`src/hdl/nfpc_pkg.sv`:
```
// nfpc_pkg: shared types and constants for the nearest free point claim core
// no dependencies; used by nfpc_dist and nearest_free_point_claim_core
`default_nettype none

package nfpc_pkg;

  // field widths fixed by the transaction format
  localparam int COORD_W = 24;
  localparam int IDX_W   = 6;

  // distance arithmetic widths
  localparam int DIFF_W  = COORD_W + 1;
  localparam int SQ_W    = 2 * DIFF_W;
  localparam int DIST_W  = SQ_W + 2;

  // register stages inside the distance unit
  localparam int DIST_STAGES = 3;

  // function codes
  localparam logic FUNC_LOAD   = 1'b0;
  localparam logic FUNC_SEARCH = 1'b1;

  typedef logic signed [COORD_W-1:0] nfpc_coord_t;

  typedef struct packed {
    nfpc_coord_t x;
    nfpc_coord_t y;
    nfpc_coord_t z;
  } nfpc_pt_t;

  // one memory word: claim mark and coordinates
  typedef struct packed {
    logic     used;
    nfpc_pt_t pt;
  } nfpc_entry_t;

  typedef struct packed {
    logic        func;
    nfpc_coord_t point_x;
    nfpc_coord_t point_y;
    nfpc_coord_t point_z;
    nfpc_coord_t query_x;
    nfpc_coord_t query_y;
    nfpc_coord_t query_z;
    logic        search_far;
  } nfpc_in_t;

  typedef struct packed {
    logic             found;
    logic [IDX_W-1:0] point_index;
    nfpc_coord_t      target_x;
    nfpc_coord_t      target_y;
    nfpc_coord_t      target_z;
  } nfpc_out_t;

endpackage

`default_nettype wire

```
`src/hdl/nfpc_dist.sv`:
```
// nfpc_dist: three-stage pipelined squared euclidean distance unit
// carries an opaque tag alongside each candidate; depends on nfpc_pkg
`default_nettype none

module nfpc_dist #(
  parameter int TAG_W = 8
) (
  input  wire logic                        clk,
  input  wire logic                        rst_n,
  input  wire logic                        valid_in,
  input  wire logic [TAG_W-1:0]            tag_in,
  input  wire nfpc_pkg::nfpc_pt_t          query,
  input  wire nfpc_pkg::nfpc_pt_t          point,
  output logic                             valid_out,
  output logic [TAG_W-1:0]                 tag_out,
  output logic [nfpc_pkg::DIST_W-1:0]      dist_out
);

  localparam int DW = nfpc_pkg::DIFF_W;
  localparam int SW = nfpc_pkg::SQ_W;
  localparam int TW = nfpc_pkg::DIST_W;

  // magnitude of a signed coordinate difference
  function automatic logic [DW-1:0] abs_diff(input nfpc_pkg::nfpc_coord_t a,
                                             input nfpc_pkg::nfpc_coord_t b);
    logic [DW-1:0] d;
    d = {a[nfpc_pkg::COORD_W-1], a} - {b[nfpc_pkg::COORD_W-1], b};
    return d[DW-1] ? (~d + DW'(1)) : d;
  endfunction

  logic             v1_r, v2_r, v3_r;
  logic [TAG_W-1:0] tag1_r, tag2_r, tag3_r;
  logic [DW-1:0]    ax_nxt, ay_nxt, az_nxt;
  logic [DW-1:0]    ax_r, ay_r, az_r;
  logic [SW-1:0]    sx_nxt, sy_nxt, sz_nxt;
  logic [SW-1:0]    sx_r, sy_r, sz_r;
  logic [TW-1:0]    dist_nxt;
  logic [TW-1:0]    dist_r;

  // stage arithmetic: differences, squares, sum
  always_comb begin
    ax_nxt   = abs_diff(query.x, point.x);
    ay_nxt   = abs_diff(query.y, point.y);
    az_nxt   = abs_diff(query.z, point.z);
    sx_nxt   = ax_r * ax_r;
    sy_nxt   = ay_r * ay_r;
    sz_nxt   = az_r * az_r;
    dist_nxt = TW'(sx_r) + TW'(sy_r) + TW'(sz_r);
  end

  // stage valids
  always_ff @(posedge clk) begin
    if (!rst_n) begin
      v1_r <= 1'b0;
      v2_r <= 1'b0;
      v3_r <= 1'b0;
    end else begin
      v1_r <= valid_in;
      v2_r <= v1_r;
      v3_r <= v2_r;
    end
  end

  // stage payload
  always_ff @(posedge clk) begin
    tag1_r <= tag_in;
    ax_r   <= ax_nxt;
    ay_r   <= ay_nxt;
    az_r   <= az_nxt;
    tag2_r <= tag1_r;
    sx_r   <= sx_nxt;
    sy_r   <= sy_nxt;
    sz_r   <= sz_nxt;
    tag3_r <= tag2_r;
    dist_r <= dist_nxt;
  end

  assign valid_out = v3_r;
  assign tag_out   = tag3_r;
  assign dist_out  = dist_r;

endmodule

`default_nettype wire

```
`config.mk`:
```
export PLATFORM = sky130hd
export DESIGN_NAME = nfpc_dist
export DESIGN_NICKNAME = d
export VERILOG_FILES = /design/src/hdl/nfpc_pkg.sv /design/src/hdl/nfpc_dist.sv
export SDC_FILE = /design/constraint.sdc
export NUM_CORES = 2
export LEC_CHECK = 0
export BUFFER_PORTS_ARGS = -buffer_cell sky130_fd_sc_hd__buf_2
export CAP_MARGIN = 20
export CORE_MARGIN = 1
export CORE_UTILIZATION = 60
export CTS_BUF_LIST = sky130_fd_sc_hd__clkbuf_4
export CTS_CLUSTER_DIAMETER = 60
export CTS_CLUSTER_SIZE = 8
export DETAILED_ROUTE_END_ITERATION = 12
export GPL_TIMING_DRIVEN = 0
export PLACE_DENSITY_LB_ADDON = 0.12
export SLEW_MARGIN = 10
export SYNTH_ARGS = -nofsm -noshare
export SYNTH_HDL_FRONTEND = slang
export SYNTH_SLANG_ARGS = --single-unit
```
`constraint.sdc`:
```
create_clock -name clk -period 7.1 [get_ports clk]
set_input_delay 0.71 -clock clk [delete_from_list [all_inputs] [get_ports clk]]
set_output_delay 0.71 -clock clk [all_outputs]
set_load 0.01 [all_outputs]
```
# Word-level counts from Yosys, hierarchy flattened
# Cells that the tools add are included.
[classes]
order_cmp = 0
n_reduce_logical = 0
bitwise_logic = 3
eq_ne = 0
addsub = 8
n_mux = 3
n_shift = 0
div = 0
mul = 3
[op_table]
columns = ["operator", "n"]
rows = [
  ["$mul 25x25->50", 3],
  ["$add 25x1->25 const B", 3],
  ["$not 25->25", 3],
  ["$sub 24x24->25", 3],
  ["$mux 24", 3],
  ["$add 51x50->52", 1],
  ["$add 50x50->51", 1],
]
[totals]
wordCells = 33
mem_bits_ro = 0
regBits = 304
ram_bits = 0
latch_bits = 0
memories = 0

# Depth between registers and ports, before layout
[depth]
word_depth = 4
mapped_depth = 29
mapped_depth_nobuf = 27

# Worst setup path after synthesis
# OpenSTA, ideal clock, no wires.
[synth_path]
kind = "register to register"
from = "register az_r[2]"
to = "register sz_r[49]"
t_arrival_ns = 6.927
t_required_ns = 6.980
stages_incl_launch_ff = 29
period_less_slack_ns = 7.047
path_slack_ns = 0.053
path_buffers = 2
path_cell_list = "dfxtp_1 > clkbuf_1 > clkbuf_1 > nand2_1 > fa_1 > inv_1 > fa_1 > inv_1 > fa_1 > inv_1 > fa_1 > inv_1 > fa_1 > inv_1 > fa_1 > inv_1 > fa_1 > inv_1 > ha_1 > nand2_1 > nor3_1 > o211ai_1 > a21o_1 > a311o_1 > a21oi_1 > o31ai_1 > o41ai_2 > nor3_1 > a211o_1"
[synth_between]
elab_chain_cells = 1
[synth_lines]
columns = ["element", "line", "rtl"]
rows = [
  ["from (decl)", "nfpc_dist.sv:34", "logic [DW-1:0] ax_r, ay_r, az_r;"],
  ["from (signal assigned)", "nfpc_dist.sv:69", "az_r <= az_nxt;"],
  ["$mul 25x25->50", "nfpc_dist.sv:47", "sz_nxt = az_r * az_r;"],
  ["net sz_nxt[49]", "nfpc_dist.sv:35", "logic [SW-1:0] sx_nxt, sy_nxt, sz_nxt;"],
  ["to (signal assigned)", "nfpc_dist.sv:73", "sz_r <= sz_nxt;"],
  ["to (decl)", "nfpc_dist.sv:36", "logic [SW-1:0] sx_r, sy_r, sz_r;"],
]
# The timed path passes the listed nets, and every way through them passes these cells.
# A chain may end at the register's enable or synchronous reset.

# Worst setup path in the final report
[layout_path]
from = "register ax_r[14]"
to = "register sx_r[47]"
[layout_between]
elab_chain_cells = 1
[layout_lines]
columns = ["element", "line", "rtl"]
rows = [
  ["from (decl)", "nfpc_dist.sv:34", ""],
  ["from (signal assigned)", "nfpc_dist.sv:67", "ax_r <= ax_nxt;"],
  ["$mul 25x25->50", "nfpc_dist.sv:45", "sx_nxt = ax_r * ax_r;"],
  ["net sx_nxt[47]", "nfpc_dist.sv:35", ""],
  ["to (signal assigned)", "nfpc_dist.sv:71", "sx_r <= sx_nxt;"],
  ["to (decl)", "nfpc_dist.sv:36", ""],
]
# The timed path passes the listed nets, and every way through them passes these cells.

==> out/metrics.yaml <==
status:
  violations: "negative setup slack"
  outcome: "finished with violations"
sta:
  rsz0062_at_grt: "true"
  setup_violations: 8
  max-slew-margin-rel: 0.372
  setup_tns_ns: -0.669
  fin_ws_ns: -0.195
  slew_viol_final: 0
  fin_crit_ns: 7.30
  skew_ns: 0.0969
  fmax_mhz: 137
  finalHoldViolCount: 0
  finalCritPeriodShare: 1.03
  timing.hold.ws_ns: 0.138
  tightest_slew_ns: 0.936
setup_path:
  crit_fanout: 4
  critPathKind: "reg2reg"
  end_kind: "register"
  cp-start-kind: "register"
  rr_startpoint: "ax_r[14]"
  crit_slowest_cell: "fa_1"
  reg2reg_to: "sx_r[47]"
  slowest_delay_ns: 0.59
  worstPathRequired_ns: 7.84
  crit_path_frequent_cell: "fa_1"
  r2r_cells: 28
  arrival_ns: 8.03
  r2r_setup_slack_ns: -0.20
hold_path:
  holdPathStages: 3
  hold_end: "ay_r[0]"
  hold_path.class: "in2reg"
  hold_start: "point[24]"
synthesis:
  synth_area_per_cell_um2: 9.12
  yosys-top-cells-count: "inv_1 (2114), fa_1 (1452), ha_1 (688)"
  synth_top_flop_cell: "dfxtp_1"
  synth-edff-count: 0
  netlist_area_um2: 69200
  yosysTopAreaCell: "fa_1"
  async_reset_ff_frac: 0
  synth.most_common_cell: "inv_1"
  ys_seq_area_frac: 0.0871
  synth_top_area_frac: 0.420
  ys_warn_count: 0
  yosys.cell_types.count: 101
  synth_seq_cells: 301
  ys_top_cells_by_area: "fa_1 (42%), ha_1 (12%), inv_1 (11%), dfxtp_1 (8.7%), and2_1 (3.5%)"
  netlist_instances: 7584
die:
  dieArea_um2: 117000
  fp.dieH_um: 342
  die_w_um: 342
  rows: 124
  core_area_um2: 114000
  ios: 216
  start_util: 0.605
global_routing:
  gr-usage-met1: 0.466
  antenna_found_initial: 12
  met3_usage: 0.0667
  met2_usage: 0.553
  track_usage: 0.349
  grt_busiest_layer: "met2"
  grt_pass1_vias: 56200
  grt-ovfl-total: 0
  grt_max_degree: 16
  grt_pass1_wl_um: 310000
job:
  drv_cap: 0
placed_design:
  gp_congestion: 0.989
  portBuffers: 215
  place_hpwl_um: 161000
  dp.cells: 9314
clock_network:
  cts-buffers-inserted: 51
  clock_latency_ns: 0.99
  clock_path_buffers: 3
  cts_tree: "built"
  cts.sinks: 301
  clk_pin_slew_worst_paths_ns: 0.09
  ctsHtreeMaxLevel: 2
  cts-root-buf: "clkbuf_4"
routing:
  first_iter_violations: 3941
  drc: 0
  dr.pass1.iters: 5
  vias_per_cell: 5.51
  postRouteAntennaNets: 0
  wl_um: 200000
  vias: 53500
  post_drt_wl_per_cell_um: 20.6
finish:
  num-fill-cells: 8869
  final_util: 0.702
  finalNetCount: 10500
  fin_cells: 9711
  areaGrowthSynthToFinish_pct: 15.9
  drive_gt1_frac: 0.169
==> critical path, delay by kind of cell (launching register included) <==
family	cells	cell delay [ns]
adders and majority gates	8	3.94
AOI/OAI and AO/OA	6	1.28
buffers and inverters	11	0.87
xor gates and xnor gates	1	0.45
DFF	1	0.40
and+or+nand+nor	2	0.15
==> flip-flops by register name, indices dropped and copies added, names as in the netlist <==
name / cells
tag1_r: 8
sx_r: 49
sz_r: 49
az_r: 25
ax_r: 25
sy_r: 49
dist_out: 52
valid_out: 1
tag2_r: 8
ay_r: 25
v2_r: 1
tag_out: 8
v1_r: 1
==> cell type report <==
class	count	area (um2)	area share
Buffer	177	2540	0.0316
Clock inverter	19	166	0.00207
Clock buffer	56	420	0.00524
Inverter	2119	8090	0.101
Sequential cell	301	6270	0.0781
Multi-Input combinational cell	4972	56800	0.708
Timing Repair Buffer	551	4020	0.0501
Tap cell	1512	1890	0.0236
Antenna cell	4	10.0	0.000125
==> repair_timing <==
action                                  in CTS  in global routing
setup buffers                              199                123
hold buffers                                12                  0
pin swaps                                  187                271
endpoints found under the hold margin       12                  0
cloned                                       1                  2
gates resized for setup                    930                377
endpoints found under the setup margin      99                 55
==> layout by cell type, fill, tap and decap left out, types with 49 or more instances in the layout <==
cell	netlist	final
dfxtp_4	0	60
fa_1	1452	1395
fa_2	0	57
nor3_1	59	53
nor2_1	255	218
and2_1	387	355
ha_4	0	49
inv_1	2114	2008
o21ai_0	133	113
nand3_1	70	63
inv_2	0	86
nand2_1	607	547
xnor2_1	205	195
xor2_1	115	109
buf_2	4	220
ha_1	688	627
clkbuf_8	0	52
a21oi_1	266	224
clkbuf_4	0	67
a21o_1	149	148
buf_4	1	271
dfxtp_1	301	229
==> through the flow <==
step	setup WS [ns]	instance area (um2)
after global routing	-0.425	80200
after global placement	-2.22	72200
after CTS	-0.0996	78000
after floorplan	0.0529	69200
after detailed placement	-2.20	72200
final	-0.195	80200
==> logic make-up (layout without fill, tap and decap cells) <==
group | after synthesis | count (layout) | share of synthesized area
buffers and inverters | 2313 | 2922 | 0.126
adders and majority gates | 2140 | 2140 | 0.544
and+or+nand+nor | 1625 | 1625 | 0.116
AOI/OAI and AO/OA | 866 | 866 | 0.0837
xor gates and xnor gates | 320 | 320 | 0.0405
DFF | 301 | 301 | 0.0871
muxes | 18 | 18 | 0.00271
other | 1 | 7 | 0.0000542
==> layer usage <==
layer  part of all wire  vias to the layer above  wire, um
met2               0.46                     2200     91400
met5            0.00017                        -        34
met4              0.053                        6     10700
met3              0.089                      536     17800
met1               0.40                    26800     80400
li1                   -                    24000         -
==> worst max path at each step <==
stage          startpoint       end  slack (ns)  cells past startpoint
2_1_floorplan     az_r[2]  sz_r[49]        0.05                     28
4_1_cts           ax_r[3]  sx_r[47]        -0.1                     26
6_report         ax_r[14]  sx_r[47]       -0.20                     28
3_3_place_gp     az_r[20]  sz_r[43]       -2.22                     26
5_1_grt          ax_r[15]  sx_r[48]       -0.42                     26
3_5_place_dp     az_r[20]  sz_r[43]       -2.20                     26
Power is not shown: default switching activity piles up to over one toggle a cycle in this logic, so the estimate is an artifact.
